<file path="src/hw/rtl/tcce_pkg.sv">
`timescale 1ns / 1ps

package tcce_pkg;

  // Screen geometry
  localparam int SCREEN_COLUMNS = 80;
  localparam int SCREEN_ROWS    = 25;

  localparam int ROW_W  = 5;
  localparam int COL_W  = 7;
  localparam int ORG_W  = 14;
  localparam int ADDR_W = 15;
  localparam int DATA_W = 16;
  localparam int ATTR_W = 8;
  localparam int CHAR_W = 8;

  localparam int MAX_RES = 4;
  localparam int CNT_W   = 3;
  localparam int IDX_W   = 2;

  localparam logic [DATA_W-1:0]  COLS_WORD   = DATA_W'(SCREEN_COLUMNS);
  localparam logic [ROW_W:0]     ROWS_X      = (ROW_W+1)'(SCREEN_ROWS);
  localparam logic [COL_W:0]     COLS_X      = (COL_W+1)'(SCREEN_COLUMNS);
  localparam logic [ROW_W-1:0]   LAST_ROW    = ROW_W'(SCREEN_ROWS - 1);
  localparam logic [ORG_W:0]     LINE_STEP   = (ORG_W+1)'(SCREEN_COLUMNS);
  localparam logic [DATA_W-1:0]  FILL_OFFSET = DATA_W'((SCREEN_ROWS - 1) * SCREEN_COLUMNS);
  localparam logic [CHAR_W-1:0]  CHAR_NEWLINE = 8'd10;
  localparam logic [COL_W-1:0]   PROMPT_COLS  = 7'd2;

  localparam logic [ATTR_W-1:0]  ATTR_RESET  = 8'd159;
  localparam logic [DATA_W-1:0]  BLANK_RESET = 16'd40704;
  localparam logic [ORG_W-1:0]   LIMIT_RESET = 14'd16383;

  typedef enum logic [2:0] {
    OP_PUT_CHAR    = 3'd0,
    OP_BACKSPACE   = 3'd1,
    OP_SCROLL_UP   = 3'd2,
    OP_SCROLL_DOWN = 3'd3,
    OP_ARROW       = 3'd4
  } opcode_e;

  typedef enum logic [1:0] {
    DIR_UP    = 2'd0,
    DIR_DOWN  = 2'd1,
    DIR_LEFT  = 2'd2,
    DIR_RIGHT = 2'd3
  } arrow_e;

  typedef enum logic [1:0] {
    KIND_CELL   = 2'd0,
    KIND_FILL   = 2'd1,
    KIND_ORIGIN = 2'd2,
    KIND_CURSOR = 2'd3
  } kind_e;

  typedef enum logic [1:0] {
    CFG_ATTR  = 2'd0,
    CFG_BLANK = 2'd1,
    CFG_LIMIT = 2'd2
  } cfg_idx_e;

  typedef struct packed {
    logic [ATTR_W-1:0] attr;
    logic [DATA_W-1:0] blank;
    logic [ORG_W-1:0]  limit;
  } cfg_t;

  typedef struct packed {
    logic [ROW_W-1:0] row;
    logic [COL_W-1:0] col;
    logic [ORG_W-1:0] origin;
  } cur_t;

  typedef struct packed {
    kind_e             kind;
    logic [ADDR_W-1:0] address;
    logic [DATA_W-1:0] data;
  } res_t;

endpackage

</file>
<file path="src/hw/rtl/tcce_step.sv">
`timescale 1ns / 1ps

module tcce_step import tcce_pkg::*; (
  input  cur_t                   cur_i,
  input  cfg_t                   cfg_i,
  input  logic [2:0]             opcode_i,
  input  logic [CHAR_W-1:0]      char_code_i,
  input  logic [1:0]             arrow_dir_i,
  output cur_t                   cur_o,
  output res_t [MAX_RES-1:0]     res_o,
  output logic [CNT_W-1:0]       count_o
);

  function automatic logic [DATA_W-1:0] cursor_word(logic [ORG_W-1:0] origin,
                                                    logic [ROW_W-1:0] row,
                                                    logic [COL_W-1:0] col);
    return DATA_W'(origin) + DATA_W'(row) * COLS_WORD + DATA_W'(col);
  endfunction

  // Wrap to zero beyond the limit
  function automatic logic [ORG_W-1:0] fix_origin(logic [ORG_W:0] o, logic [ORG_W-1:0] lim);
    return (o > (ORG_W+1)'(lim)) ? '0 : o[ORG_W-1:0];
  endfunction

  always_comb begin
    logic [ROW_W:0]   row_n;
    logic [COL_W:0]   col_n;
    logic [ORG_W-1:0] org_n;
    logic [CNT_W-1:0] n;
    logic             valid_op;

    row_n    = (ROW_W+1)'(cur_i.row);
    col_n    = (COL_W+1)'(cur_i.col);
    org_n    = cur_i.origin;
    n        = '0;
    valid_op = 1'b1;
    res_o    = '0;

    unique case (opcode_e'(opcode_i))
      OP_PUT_CHAR: begin
        if (char_code_i == CHAR_NEWLINE) begin
          col_n = '0;
          row_n = row_n + 1'b1;
        end else begin
          res_o[n[IDX_W-1:0]].kind    = KIND_CELL;
          res_o[n[IDX_W-1:0]].address =
            ADDR_W'(cursor_word(cur_i.origin, cur_i.row, cur_i.col));
          res_o[n[IDX_W-1:0]].data    = {cfg_i.attr, char_code_i};
          n     = n + 1'b1;
          col_n = col_n + 1'b1;
        end
        if (col_n >= COLS_X) begin
          col_n = '0;
          row_n = row_n + 1'b1;
        end
        if (row_n >= ROWS_X) begin
          org_n = fix_origin((ORG_W+1)'(cur_i.origin) + LINE_STEP, cfg_i.limit);
          res_o[n[IDX_W-1:0]].kind    = KIND_ORIGIN;
          res_o[n[IDX_W-1:0]].address = '0;
          res_o[n[IDX_W-1:0]].data    = DATA_W'(org_n);
          n = n + 1'b1;
          res_o[n[IDX_W-1:0]].kind    = KIND_FILL;
          res_o[n[IDX_W-1:0]].address = ADDR_W'(DATA_W'(org_n) + FILL_OFFSET);
          res_o[n[IDX_W-1:0]].data    = cfg_i.blank;
          n     = n + 1'b1;
          row_n = (ROW_W+1)'(LAST_ROW);
          col_n = '0;
        end
      end
      OP_BACKSPACE: begin
        if (cur_i.col > PROMPT_COLS) begin
          col_n = col_n - 1'b1;
          res_o[n[IDX_W-1:0]].kind    = KIND_CELL;
          res_o[n[IDX_W-1:0]].address =
            ADDR_W'(cursor_word(cur_i.origin, cur_i.row, col_n[COL_W-1:0]));
          res_o[n[IDX_W-1:0]].data    = cfg_i.blank;
          n = n + 1'b1;
        end
      end
      OP_SCROLL_UP: begin
        org_n = fix_origin((ORG_W+1)'(cur_i.origin) + LINE_STEP, cfg_i.limit);
        res_o[n[IDX_W-1:0]].kind    = KIND_ORIGIN;
        res_o[n[IDX_W-1:0]].address = '0;
        res_o[n[IDX_W-1:0]].data    = DATA_W'(org_n);
        n = n + 1'b1;
      end
      OP_SCROLL_DOWN: begin
        if ((ORG_W+1)'(cur_i.origin) >= LINE_STEP) begin
          org_n = fix_origin((ORG_W+1)'(cur_i.origin) - LINE_STEP, cfg_i.limit);
        end else begin
          org_n = '0;
        end
        res_o[n[IDX_W-1:0]].kind    = KIND_ORIGIN;
        res_o[n[IDX_W-1:0]].address = '0;
        res_o[n[IDX_W-1:0]].data    = DATA_W'(org_n);
        n = n + 1'b1;
      end
      OP_ARROW: begin
        case (arrow_e'(arrow_dir_i))
          DIR_UP:    if (row_n != '0) row_n = row_n - 1'b1;
          DIR_DOWN:  if (row_n + 1'b1 < ROWS_X) row_n = row_n + 1'b1;
          DIR_LEFT:  if (col_n != '0) col_n = col_n - 1'b1;
          default:   if (col_n + 1'b1 < COLS_X) col_n = col_n + 1'b1;
        endcase
      end
      default: valid_op = 1'b0;
    endcase

    if (valid_op) begin
      res_o[n[IDX_W-1:0]].kind    = KIND_CURSOR;
      res_o[n[IDX_W-1:0]].address = '0;
      res_o[n[IDX_W-1:0]].data    =
        cursor_word(org_n, row_n[ROW_W-1:0], col_n[COL_W-1:0]);
      n = n + 1'b1;
    end

    cur_o.row    = row_n[ROW_W-1:0];
    cur_o.col    = col_n[COL_W-1:0];
    cur_o.origin = org_n;
    count_o      = n;
  end

endmodule

</file>
<file path="src/hw/rtl/text_console_cursor_engine.sv">
`timescale 1ns / 1ps

// Text console cursor engine for an 80 x 25 screen in word-addressed video memory.
// Input channel (in_valid_i / in_stall_o): one word per key action, made of opcode,
// character code and arrow direction. Output channel (out_valid_o / out_stall_i):
// the video and register writes each action causes, one word per handshake:
// cell writes, line fills, origin register and cursor register values, with
// last_o marking the final word of an action (always the cursor write).
// Configuration: cfg_we_i writes attribute byte, blank word or origin limit,
// selected by cfg_idx_i; write only while the block is idle.
// The first output word of an action passes through the input register, the result
// bundle register and the output register. An action makes 1 to 4 results (invalid
// opcodes make none); the result drainer sends one word a cycle while the output is
// not stalled, and the next action loads as the last word of the bundle leaves.
// Reset clears cursor row, column and scroll origin, loads the register reset
// values and empties all stages. A stall on the output holds the output word;
// the pending result bundle and then the input register fill and in_stall_o rises.
module text_console_cursor_engine import tcce_pkg::*; (
  input  logic                 clk_i,
  input  logic                 rst_ni,
  // input channel
  input  logic                 in_valid_i,
  output logic                 in_stall_o,
  input  logic [2:0]           opcode_i,
  input  logic [CHAR_W-1:0]    char_code_i,
  input  logic [1:0]           arrow_dir_i,
  // output channel
  output logic                 out_valid_o,
  input  logic                 out_stall_i,
  output logic [1:0]           kind_o,
  output logic [ADDR_W-1:0]    address_o,
  output logic [DATA_W-1:0]    data_o,
  output logic                 last_o,
  // configuration
  input  logic                 cfg_we_i,
  input  logic [1:0]           cfg_idx_i,
  input  logic [DATA_W-1:0]    cfg_wdata_i
);

  // Input register
  logic              in_valid_q;
  logic [2:0]        op_q;
  logic [CHAR_W-1:0] ch_q;
  logic [1:0]        dir_q;

  // Cursor state and configuration
  cur_t cur_q, cur_d;
  cfg_t cfg_q;

  // Result bundle of one action, drained one word a cycle while the output is not stalled
  res_t [MAX_RES-1:0] res_q, res_d;
  logic [CNT_W-1:0]   cnt_q, cnt_d;
  logic [CNT_W-1:0]   rd_q;

  // Output register
  logic              out_valid_q;
  res_t              out_q;
  logic              out_last_q;

  logic in_accept, load, pending, take, bundle_free, take_last;

  tcce_step u_step (
    .cur_i       (cur_q),
    .cfg_i       (cfg_q),
    .opcode_i    (op_q),
    .char_code_i (ch_q),
    .arrow_dir_i (dir_q),
    .cur_o       (cur_d),
    .res_o       (res_d),
    .count_o     (cnt_d)
  );

  assign pending     = (rd_q != cnt_q);
  assign take        = pending && (!out_valid_q || !out_stall_i);
  assign take_last   = (rd_q + 1'b1) == cnt_q;
  // The bundle frees when empty, or when its final word moves out this cycle
  assign bundle_free = !pending || (take && take_last);
  assign load        = in_valid_q && bundle_free;
  assign in_stall_o  = in_valid_q && !load;
  assign in_accept   = in_valid_i && !in_stall_o;

  // Control state
  always_ff @(posedge clk_i or negedge rst_ni) begin
    if (!rst_ni) begin
      in_valid_q  <= 1'b0;
      cnt_q       <= '0;
      rd_q        <= '0;
      out_valid_q <= 1'b0;
      cur_q       <= '0;
      cfg_q.attr  <= ATTR_RESET;
      cfg_q.blank <= BLANK_RESET;
      cfg_q.limit <= LIMIT_RESET;
    end else begin
      if (in_accept) begin
        in_valid_q <= 1'b1;
      end else if (load) begin
        in_valid_q <= 1'b0;
      end

      // A load restarts the bundle even when its last word leaves this cycle
      if (load) begin
        cur_q <= cur_d;
        cnt_q <= cnt_d;
        rd_q  <= '0;
      end else if (take) begin
        rd_q <= rd_q + 1'b1;
      end

      if (take) begin
        out_valid_q <= 1'b1;
      end else if (!out_stall_i) begin
        out_valid_q <= 1'b0;
      end

      if (cfg_we_i) begin
        unique case (cfg_idx_e'(cfg_idx_i))
          CFG_ATTR:  cfg_q.attr  <= cfg_wdata_i[ATTR_W-1:0];
          CFG_BLANK: cfg_q.blank <= cfg_wdata_i;
          CFG_LIMIT: cfg_q.limit <= cfg_wdata_i[ORG_W-1:0];
          default:   ;
        endcase
      end
    end
  end

  // Payload registers
  always_ff @(posedge clk_i) begin
    if (in_accept) begin
      op_q  <= opcode_i;
      ch_q  <= char_code_i;
      dir_q <= arrow_dir_i;
    end
    if (load) begin
      res_q <= res_d;
    end
    if (take) begin
      out_q      <= res_q[rd_q[IDX_W-1:0]];
      out_last_q <= take_last;
    end
  end

  assign out_valid_o = out_valid_q;
  assign kind_o      = out_q.kind;
  assign address_o   = out_q.address;
  assign data_o      = out_q.data;
  assign last_o      = out_last_q;

endmodule
</file>
<file path="config.mk">
export PLATFORM = sky130hd
export DESIGN_NAME = text_console_cursor_engine
export DESIGN_NICKNAME = d
export VERILOG_FILES = /design/src/hw/rtl/tcce_pkg.sv /design/src/hw/rtl/tcce_step.sv /design/src/hw/rtl/text_console_cursor_engine.sv
export SDC_FILE = /design/constraint.sdc
export NUM_CORES = 1
export LEC_CHECK = 0
export BUFFER_PORTS_ARGS = -buffer_cell sky130_fd_sc_hd__buf_2
export CAP_MARGIN = 30
export CELL_PAD_IN_SITES_DETAIL_PLACEMENT = 0
export CELL_PAD_IN_SITES_GLOBAL_PLACEMENT = 1
export CORE_MARGIN = 4
export CORE_UTILIZATION = 45
export CTS_CLUSTER_DIAMETER = 200
export DETAILED_ROUTE_END_ITERATION = 16
export PLACE_DENSITY = 0.88
export SYNTH_ARGS = -nofsm -noshare
export SYNTH_HDL_FRONTEND = slang
export SYNTH_SLANG_ARGS = --single-unit
</file>
<file path="constraint.sdc">
create_clock -name clk_i -period 7 [get_ports clk_i]
set_input_delay 1.4 -clock clk_i [delete_from_list [all_inputs] [get_ports clk_i]]
set_output_delay 1.4 -clock clk_i [all_outputs]
set_load 0.05 [all_outputs]
</file>
==> results of run 1 <==
[timing repair]
item / in CTS / in global routing
setup endpoints to repair: 4 / 25
gates resized for setup: 2 / 11
buffers inserted: 0 / 5
cloned: 0 / 0
pin swaps: 0 / 1
hold buffers: 0 / 0
[worst max-delay path: cells and delay by family (launching register included)]
kind | cells | cell delay (ns)
AO/OA/AOI/OAI | 12 | 2.53
AND/OR/NAND/NOR | 8 | 1.56
adder cells (fa/ha/maj) | 4 | 1.43
buffers and inverters | 4 | 0.42
flip-flops | 1 | 0.40
[through the flow]
stage          setup slack, ns  instance area (sq um)  hold slack (ns)
2_1_floorplan            0.461                  14900            0.469
3_3_place_gp            -0.136                  15800            0.485
3_5_place_dp            -0.233                  15900            0.506
4_1_cts                 0.0802                  16700            0.519
5_1_grt                 0.0146                  16700            0.543
6_report                 0.359                  16700            0.514
[sequential cells by signal (all words and copies together) (netlist names)]
register / cells
address_o: 15
cfg_q: 38
ch_q: 8
cnt_q: 3
cur_q: 26
data_o: 16
dir_q: 2
in_valid_q: 1
kind_o: 2
last_o: 1
op_q: 3
out_valid_o: 1
rd_q: 3
res_q: 116
[final cells by class]
class	count	share of cell area [%]
inverters	66	1.52
clock buffers	32	3.95
flip-flops and latches	235	40.2
clock inverters	14	0.837
well taps	442	3.30
multi-input cells	1072	45.7
repair buffers	119	4.48
[metal layers]
layer  part of all wire [%]  GRT usage [%]  up-vias
li1                       -              -     5515
met3                    8.5           2.66      103
met1                     43           36.1     5890
met4                    4.0           8.65        2
met5                  0.024              0        -
met2                     44           38.4      620
[worst paths after layout]
kind,from,end,cells after the start
max,ch_q[5],res_q[13],28
min in group asynchronous,rst_ni,cfg_q[36],1
min,cnt_q[2],cnt_q[2],2
max reg2reg,ch_q[5],res_q[13],28
max in group asynchronous,rst_ni,cfg_q[34],2
min reg2reg,cnt_q[2],cnt_q[2],2
[cell families (layout without fill, tap and decap cells)]
logic type	count (synthesis)	count (layout)
adders and majority gates	95	95
other	1	1
AOI/OAI and AO/OA	386	386
DFF	235	235
and+or+nand+nor	432	432
buffers and inverters	143	231
muxes	80	80
xor gates and xnor gates	78	78
[synth_stat cells, types with 9 or more instances]
cell,number
nor2b_1,14
ha_1,87
o21a_1,10
xor2_1,28
nand2b_1,13
a31oi_1,16
or3_1,9
and2_1,17
mux2_2,42
o21ai_0,99
dfstp_2,26
a221oi_1,10
nor2_1,121
xnor2_1,50
nand3_1,20
and3_1,13
nand2_1,149
nand4_1,13
o21ai_1,10
mux4_2,18
edfxtp_1,163
a22oi_1,15
a21o_1,22
nor3_1,28
inv_1,64
a21oi_1,79
clkbuf_1,60
a22o_1,11
dfrtp_1,46
o22ai_1,12
mux2i_1,20
==> flow_summary.toml, run 1 <==
[run_status]
status = "complete, no violations"

[synth]
synth_area_sq_mm = 0.0149
synthTopCellsByArea = "edfxtp_1 (33%), dfrtp_1 (7.7%), ha_1 (7.3%), dfstp_2 (4.6%), nand2_1 (3.8%)"
ys_warn_count = 0
ys.flop_type = "edfxtp_1"
synth_nets = 1580
synth_area_per_cell_sq_um = 10.3
synth_top_area_cell = "edfxtp_1"
synthAdderAreaFrac_pct = 8.33
synth_top_family_by_area = "compound AO/OA/AOI/OAI gates"
syn_inst = 1450
ys_seq_area_share_pct = 45.2
synth_top_cell_area_share_pct = 32.9
synthMuxAreaShare_pct = 7.24
synth_edf_count = 163
synth-simple-area-share_pct = 13.6
ys_ff_latch = 235
async_reset_ff_share_pct = 30.6
ys_types = 91
synth_xor_area_share_pct = 4.59
synth_compound_area_share_pct = 17.2

[cells_and_area]
seqCellArea_sq_mm = 0.00673
most-common-layout-cells = "edfxtp_1 (163), nand2_1 (147), nor2_1 (121)"
instances_no_fill = 1980
fillers = 2882
area_growth_pct = 12.5
fin_util_pct = 51.3
diodes = 0
multiInputGateArea_sq_mm = 0.00766
final_common_cell = "edfxtp_1"
finalNetCount = 1649
drive_gt1_share_pct = 18.1

[worst_setup_path]
path_class = "reg -> reg"
required_ns = 7.27
crit_fanout = 8
cp_slowest_stage_delay_ns = 0.52
crit_path_end_kind = "flip-flop"
slowest_stage = "fa_1"
cp_data_arrival_time_ns = 6.91
crit_path_start_kind = "flip-flop"
r2r_setup_slack_ns = 0.36

[floorplan]
die_x_microns = 190
die-area_sq_mm = 0.0361
boundaryPins = 72
dieHeight_microns = 190
core_area_sq_mm = 0.0326
core.rowCount = 66
initial_core_util_pct = 45.6

[placement]
place.gp.congestion = 0.970
dpl.hpwl_microns = 34000
dp.cells = 1929
portBuffers = 71

[clocking]
clk_latency_ns = 0.54
clkSlewWorstSetupHoldPaths_ns = 0.06
clkSinkCount = 235
cts_tree = "built"
clockBufferDepth = 3
cts_root_buffer = "clkbuf_16"
cts_buffers = 25
cts_htree_levels = 1

[routing]
drc = 0
drtIter0Drc = 1405
dr.pass1.iters = 6
vias = 12100
antenna_left = 0
wl_microns = 45300
wire_per_inst_microns = 22.9
via_per_inst = 6.13

[grt]
overflow = 0
grt_usage_pct = 24.7
antenna_found_initial = 1
grt_max_degree = 60
first_global_vias = 11600
grt_first_pass_wirelength_microns = 69800

[timing]
final_max_slew_viol_count = 0
layout_min_cycle_time_ns = 6.64
max_slew_margin_pct = 31.5
fin_crit_sh_pct = 94.9
rsz0062_at_grt = "no"
setup-violations-final = 0
finalSetupTns_ns = 0
fmax_ghz = 0.151
worst_pin_slew_ns = 1.03
hold_violations = 0
clock_skew_ns = 0.0156

[job]
drv_cap = 0

[min_path]
hold_path.class = "reg -> reg"
Power of run 1 is not shown: default switching activity piles up to over one toggle a cycle in this logic, so the estimate is an artifact.
==> inputs of run 2 (changes only) <==
CORE_UTILIZATION = 46   (was 45)
PLACE_DENSITY = 0.77   (was 0.88)
SYNTH_HIERARCHICAL = 1   (was not set)
==> run 2 against run 1 <==
  * Final cell count is 0.20% lower
  * Clock-buffer cell count up 7
  * Worst setup slack worse by 0.16 ns
  * Critical path type unchanged
  * Highest routed layer is now met4
==> flow_summary.toml, run 2 <==
[run_status]
status = "complete, no violations"

[synth]
ys.flop_type = "edfxtp_1"
ys_warn_count = 6
synth_common_cells = "edfxtp_1 (179), nor2_1 (119), nand2_1 (109)"
ys_ff_latch = 251
syn_inst = 1425
synth_edf_count = 179
ys_seq_area_share_pct = 45.5
synth_top_area_cell = "edfxtp_1"
yosysMostFrequentCell = "edfxtp_1"
synth_top_cell_area_share_pct = 33.9
synth_area_sq_mm = 0.0158
async_reset_ff_share_pct = 28.7
synthTopCellsByArea = "edfxtp_1 (34%), ha_1 (7.3%), dfrtp_1 (7.3%), mux4_2 (4.7%), dfstp_2 (4.3%)"
ys_types = 92
synth_area_per_cell_sq_um = 11.1

[routing]
dr.pass1.iters = 7
antenna_left = 0
drtIter0Drc = 1173
wire_per_inst_microns = 23.6
via_per_inst = 6.03
vias = 11900
wl_microns = 46600
drc = 0

[timing]
finalSetupTns_ns = 0
fmax_ghz = 0.147
final_max_slew_viol_count = 0
hold_violations = 0
max_slew_margin_pct = 37.1
worst_pin_slew_ns = 0.942
setup-violations-final = 0
clock_skew_ns = 0.0329
layout_min_cycle_time_ns = 6.80
fin_crit_sh_pct = 97.2

[clocking]
clkSinkCount = 251
cts_tree = "built"
clkSlewWorstSetupHoldPaths_ns = 0.06
cts_root_buffer = "clkbuf_16"
clockBufferDepth = 3
clk_latency_ns = 0.58
cts_htree_levels = 1
cts_buffers = 29

[worst_setup_path]
required_ns = 7.31
crit_path_start_kind = "flip-flop"
cp_data_arrival_time_ns = 7.11
crit_fanout = 10
crit_family = "compound AO/OA/AOI/OAI gates"
r2r-end = "res_q[13]"
ff2ff_path_depth = 26
crit_buf_inv = 6
crit_path_end_kind = "flip-flop"
r2r_setup_slack_ns = 0.20
cp_slowest_stage_delay_ns = 0.60
slowest_stage = "or4b_1"
path_class = "reg -> reg"
rr_startpoint = "cur_q[4]"

[grt]
grt_first_pass_wirelength_microns = 70100
antenna_found_initial = 0
first_global_vias = 11400
grt_usage_pct = 24.1
overflow = 0
grt_max_degree = 73

[placement]
place.gp.congestion = 0.970
dpl.hpwl_microns = 35000
portBuffers = 71

[floorplan]
die_x_microns = 194
core_area_sq_mm = 0.0338
initial_core_util_pct = 46.9
dieHeight_microns = 194
die-area_sq_mm = 0.0375
core.rowCount = 67
boundaryPins = 72

[cells_and_area]
final_common_cell = "edfxtp_1"
diodes = 0
area_growth_pct = 12.3
most-common-layout-cells = "edfxtp_1 (179), nor2_1 (117), nand2_1 (108)"
finalNetCount = 1643
largest_reg_flops = 132
fillers = 2909
drive_gt1_share_pct = 22.4
top_register = "res_q"
reg_top3 = "res_q x132, cfg_q x38, cur_q x26"

[job]
drv_cap = 0

[min_path]
min_from = "cfg_q[35]"
whs_endpoint = "cfg_q[35]"
holdPathStages = 1
hold_path.class = "reg -> reg"
run 2: cell types whose count changed after synthesis, sizes merged, moves of 13 or more:
| cell | change |
|---|---|
| clkbuf | -15 |
| o21ai | -30 |
| mux4 | +15 |
| edfxtp | +16 |
| a21oi | -13 |
| nand2 | -41 |
| nand3 | +23 |
| mux2 | +26 |
| buf | +27 |
| mux2i | -18 |
run 2: kinds of logic (layout without fill, tap and decap cells):
| family | after synthesis | in the layout | synth area share (%) |
|---|---|---|---|
| multiplexers | 103 | 103 | 10.3 |
| adder cells (fa/ha/maj) | 102 | 102 | 8.48 |
| AND/OR/NAND/NOR | 387 | 387 | 11.7 |
| other | 1 | 16 | 0.0237 |
| buffers and inverters | 162 | 250 | 4.59 |
| AO/OA/AOI/OAI | 344 | 344 | 15.1 |
| XOR/XNOR | 75 | 75 | 4.24 |
| flip-flops | 251 | 251 | 45.5 |
run 2: timing repair:
item                                   4_1_cts  5_1_grt
endpoints found under the hold margin        0        0
setup endpoints to repair                    0        9
hold buffers                                 0        0
resized for setup                            0       12
setup buffers                                0        1
run 2: worst max path at each step:
| stage | endpoint | from | cells past startpoint | slack [ns] |
|---|---|---|---|---|
| final | res_q[13] | cur_q[4] | 26 | 0.20 |
| after global routing | res_q[13] | cur_q[5] | 27 | -0.01 |
| after CTS | res_q[13] | cur_q[5] | 26 | 0.12 |
| after detailed placement | res_q[13] | cur_q[5] | 26 | 0.23 |
| after global placement | res_q[13] | cur_q[5] | 27 | 0.35 |
| after floorplan | res_q[13] | ch_q[0] | 26 | 0.40 |
run 2: per-stage QoR:
step           worst slack (ns)  std cells  hold slack, ns  utilization, %  instance area [sq um]
2_1_floorplan             0.404       1440           0.476               -                  15900
3_3_place_gp              0.351       1918           0.494            49.6                  16800
3_5_place_dp              0.234       1920           0.515            49.7                  16800
4_1_cts                   0.117       1974           0.529            52.4                  17700
5_1_grt                 -0.0119       1976           0.534            52.7                  17800
6_report                  0.199       1976           0.526            52.7                  17800
run 2: per-layer routing:
metal  vias to the layer above  GRT usage, %  part of all wire (%)
met2                       542          37.4                    45
li1                       5492             -                     -
met3                       102          3.43                   7.8
met5                         -             0                     0
met1                      5785          34.7                    43
met4                         0          8.92                   4.2
run 2: cell type report:
cell class	count	area (sq um)	share of cell area, %
clock inverter	15	125	0.703
inverter	73	277	1.55
multi-input combinational	1027	8030	45.2
clock buffer	39	783	4.40
sequential	251	7210	40.6
timing repair buffer	123	796	4.47
tap	448	561	3.15
Power of run 2 is left out for the same reason.
==> inputs of run 3 (changes only) <==
MAX_ROUTING_LAYER = met4   (was not set)
==> run 3 against run 2 <==
  * Hold slack improved by 0.0046 ns
  * Register-to-register slack improved by 0.16 ns
  * Clock-buffer cell count is 4 lower
  * Maximum frequency rose by 2.4%
==> flow_summary.toml, run 3 (same netlist as run 2, synthesis figures left out) <==
[run_status]
status = "complete, no violations"

[worst_setup_path]
slowest_stage = "or4_1"
crit_path_frequent_cell = "ha_1"
crit_fanout = 5
crit_path_start_kind = "flip-flop"
required_ns = 7.28
path_class = "reg -> reg"
crit_family = "simple AND/OR/NAND/NOR gates"
crit_path_end_kind = "flip-flop"
cp_data_arrival_time_ns = 6.93
cp_slowest_stage_delay_ns = 0.58
crit_buf_inv = 3

[clocking]
clkSlewWorstSetupHoldPaths_ns = 0.07
clkSinkCount = 251
clockBufferDepth = 3
cts_tree = "built"
clk_latency_ns = 0.56
hold_buffers = 0
cts_root_buffer = "clkbuf_16"
cts_buffers = 28
cts_htree_levels = 1

[floorplan]
boundaryPins = 72
die-area_sq_mm = 0.0375
die_x_microns = 194
dieHeight_microns = 194
initial_core_util_pct = 46.9
core_area_sq_mm = 0.0338
core.rowCount = 67

[cells_and_area]
area_growth_pct = 12.2
largest_reg_flops = 132
seqCellArea_sq_mm = 0.00721
most-common-layout-cells = "edfxtp_1 (179), nor2_1 (116), nand2_1 (108)"
multiInputGateArea_sq_mm = 0.00805
reg_top3 = "res_q x132, cfg_q x38, cur_q x26"
diodes = 0
instances_no_fill = 1969
finalNetCount = 1639
drive_gt1_share_pct = 22.8
top_register = "res_q"
fillers = 3005
final_common_cell = "edfxtp_1"

[timing]
setup-violations-final = 0
final_max_slew_viol_count = 0
rsz0062_at_grt = "no"
max_slew_margin_pct = 35.6
clock_skew_ns = 0.0295
fin_crit_sh_pct = 94.9
fmax_ghz = 0.151
layout_min_cycle_time_ns = 6.64
hold_violations = 0
worst_pin_slew_ns = 0.955
finalSetupTns_ns = 0

[grt]
grt_usage_pct = 24.8
overflow = 0
grt_first_pass_wirelength_microns = 70400
first_global_vias = 11500
grt_max_degree = 65
antenna_found_initial = 0

[routing]
via_per_inst = 6.05
dr.pass1.iters = 5
drtIter0Drc = 1017
vias = 11900
wl_microns = 46400
wire_per_inst_microns = 23.6
drc = 0
antenna_left = 0

[job]
drv_cap = 0

[placement]
place.gp.congestion = 0.996
portBuffers = 71
dpl.hpwl_microns = 35000
dp.cells = 1919

[min_path]
hold_path.class = "reg -> reg"
-- run 3: worst paths after layout --
| path | startpoint | endpoint | slack [ns] | cells past startpoint |
|---|---|---|---|---|
| setup / recovery | cur_q[4] | res_q[13] | 0.36 | 26 |
| hold / removal | cfg_q[35] | cfg_q[35] | 0.53 | 1 |
| setup reg to reg | cur_q[4] | res_q[13] | 0.36 | 26 |
| hold reg to reg | cfg_q[35] | cfg_q[35] | 0.53 | 1 |
| max in group asynchronous | rst_ni | cur_q[6] | 5.14 | 2 |
| min in group asynchronous | rst_ni | cur_q[22] | 0.68 | 1 |
-- run 3: metrics by stage --
stage	utilization [%]	worst slack (ns)	hold WS [ns]	instance area (sq um)
6_report	52.6	0.358	0.530	17800
3_3_place_gp	49.6	0.381	0.497	16700
5_1_grt	52.6	0.0392	0.550	17800
3_5_place_dp	49.7	0.168	0.519	16800
2_1_floorplan	-	0.404	0.476	15900
4_1_cts	52.4	0.116	0.532	17700
-- run 3: timing repair --
action                     4_1_cts  5_1_grt
setup buffers                    0        0
resized for setup                0       16
setup endpoints to repair        0       13
-- run 3: routing by layer --
metal / up-vias / wire length (microns) / share of wire (%) / track usage (%)
met4: 0 / 1200 / 2.6 / 6.06
met1: 5907 / 20000 / 43 / 34.0
met5: - / 0 / 0 / -
met3: 75 / 3500 / 7.5 / 3.69
li1: 5464 / - / - / -
met2: 474 / 21700 / 47 / 39.2
-- run 3: worst reg2reg max path, delay by kind of cell, from the launching register on --
| kind | cells | cell delay, ns |
|---|---|---|
| XOR/XNOR | 1 | 0.21 |
| buffers and inverters | 3 | 0.43 |
| AO/OA/AOI/OAI | 9 | 1.84 |
| flip-flops | 1 | 0.38 |
| adder cells (fa/ha/maj) | 5 | 1.38 |
| AND/OR/NAND/NOR | 8 | 2.10 |
-- run 3: area by class of cell --
| class | instances | area share, % |
|---|---|---|
| clock buffer | 35 | 4.30 |
| multi-input combinational | 1027 | 45.3 |
| tap | 448 | 3.15 |
| inverter | 73 | 1.56 |
| timing repair buffer | 120 | 4.24 |
| clock inverter | 15 | 0.880 |
| sequential | 251 | 40.6 |
Power of run 3 is left out for the same reason.
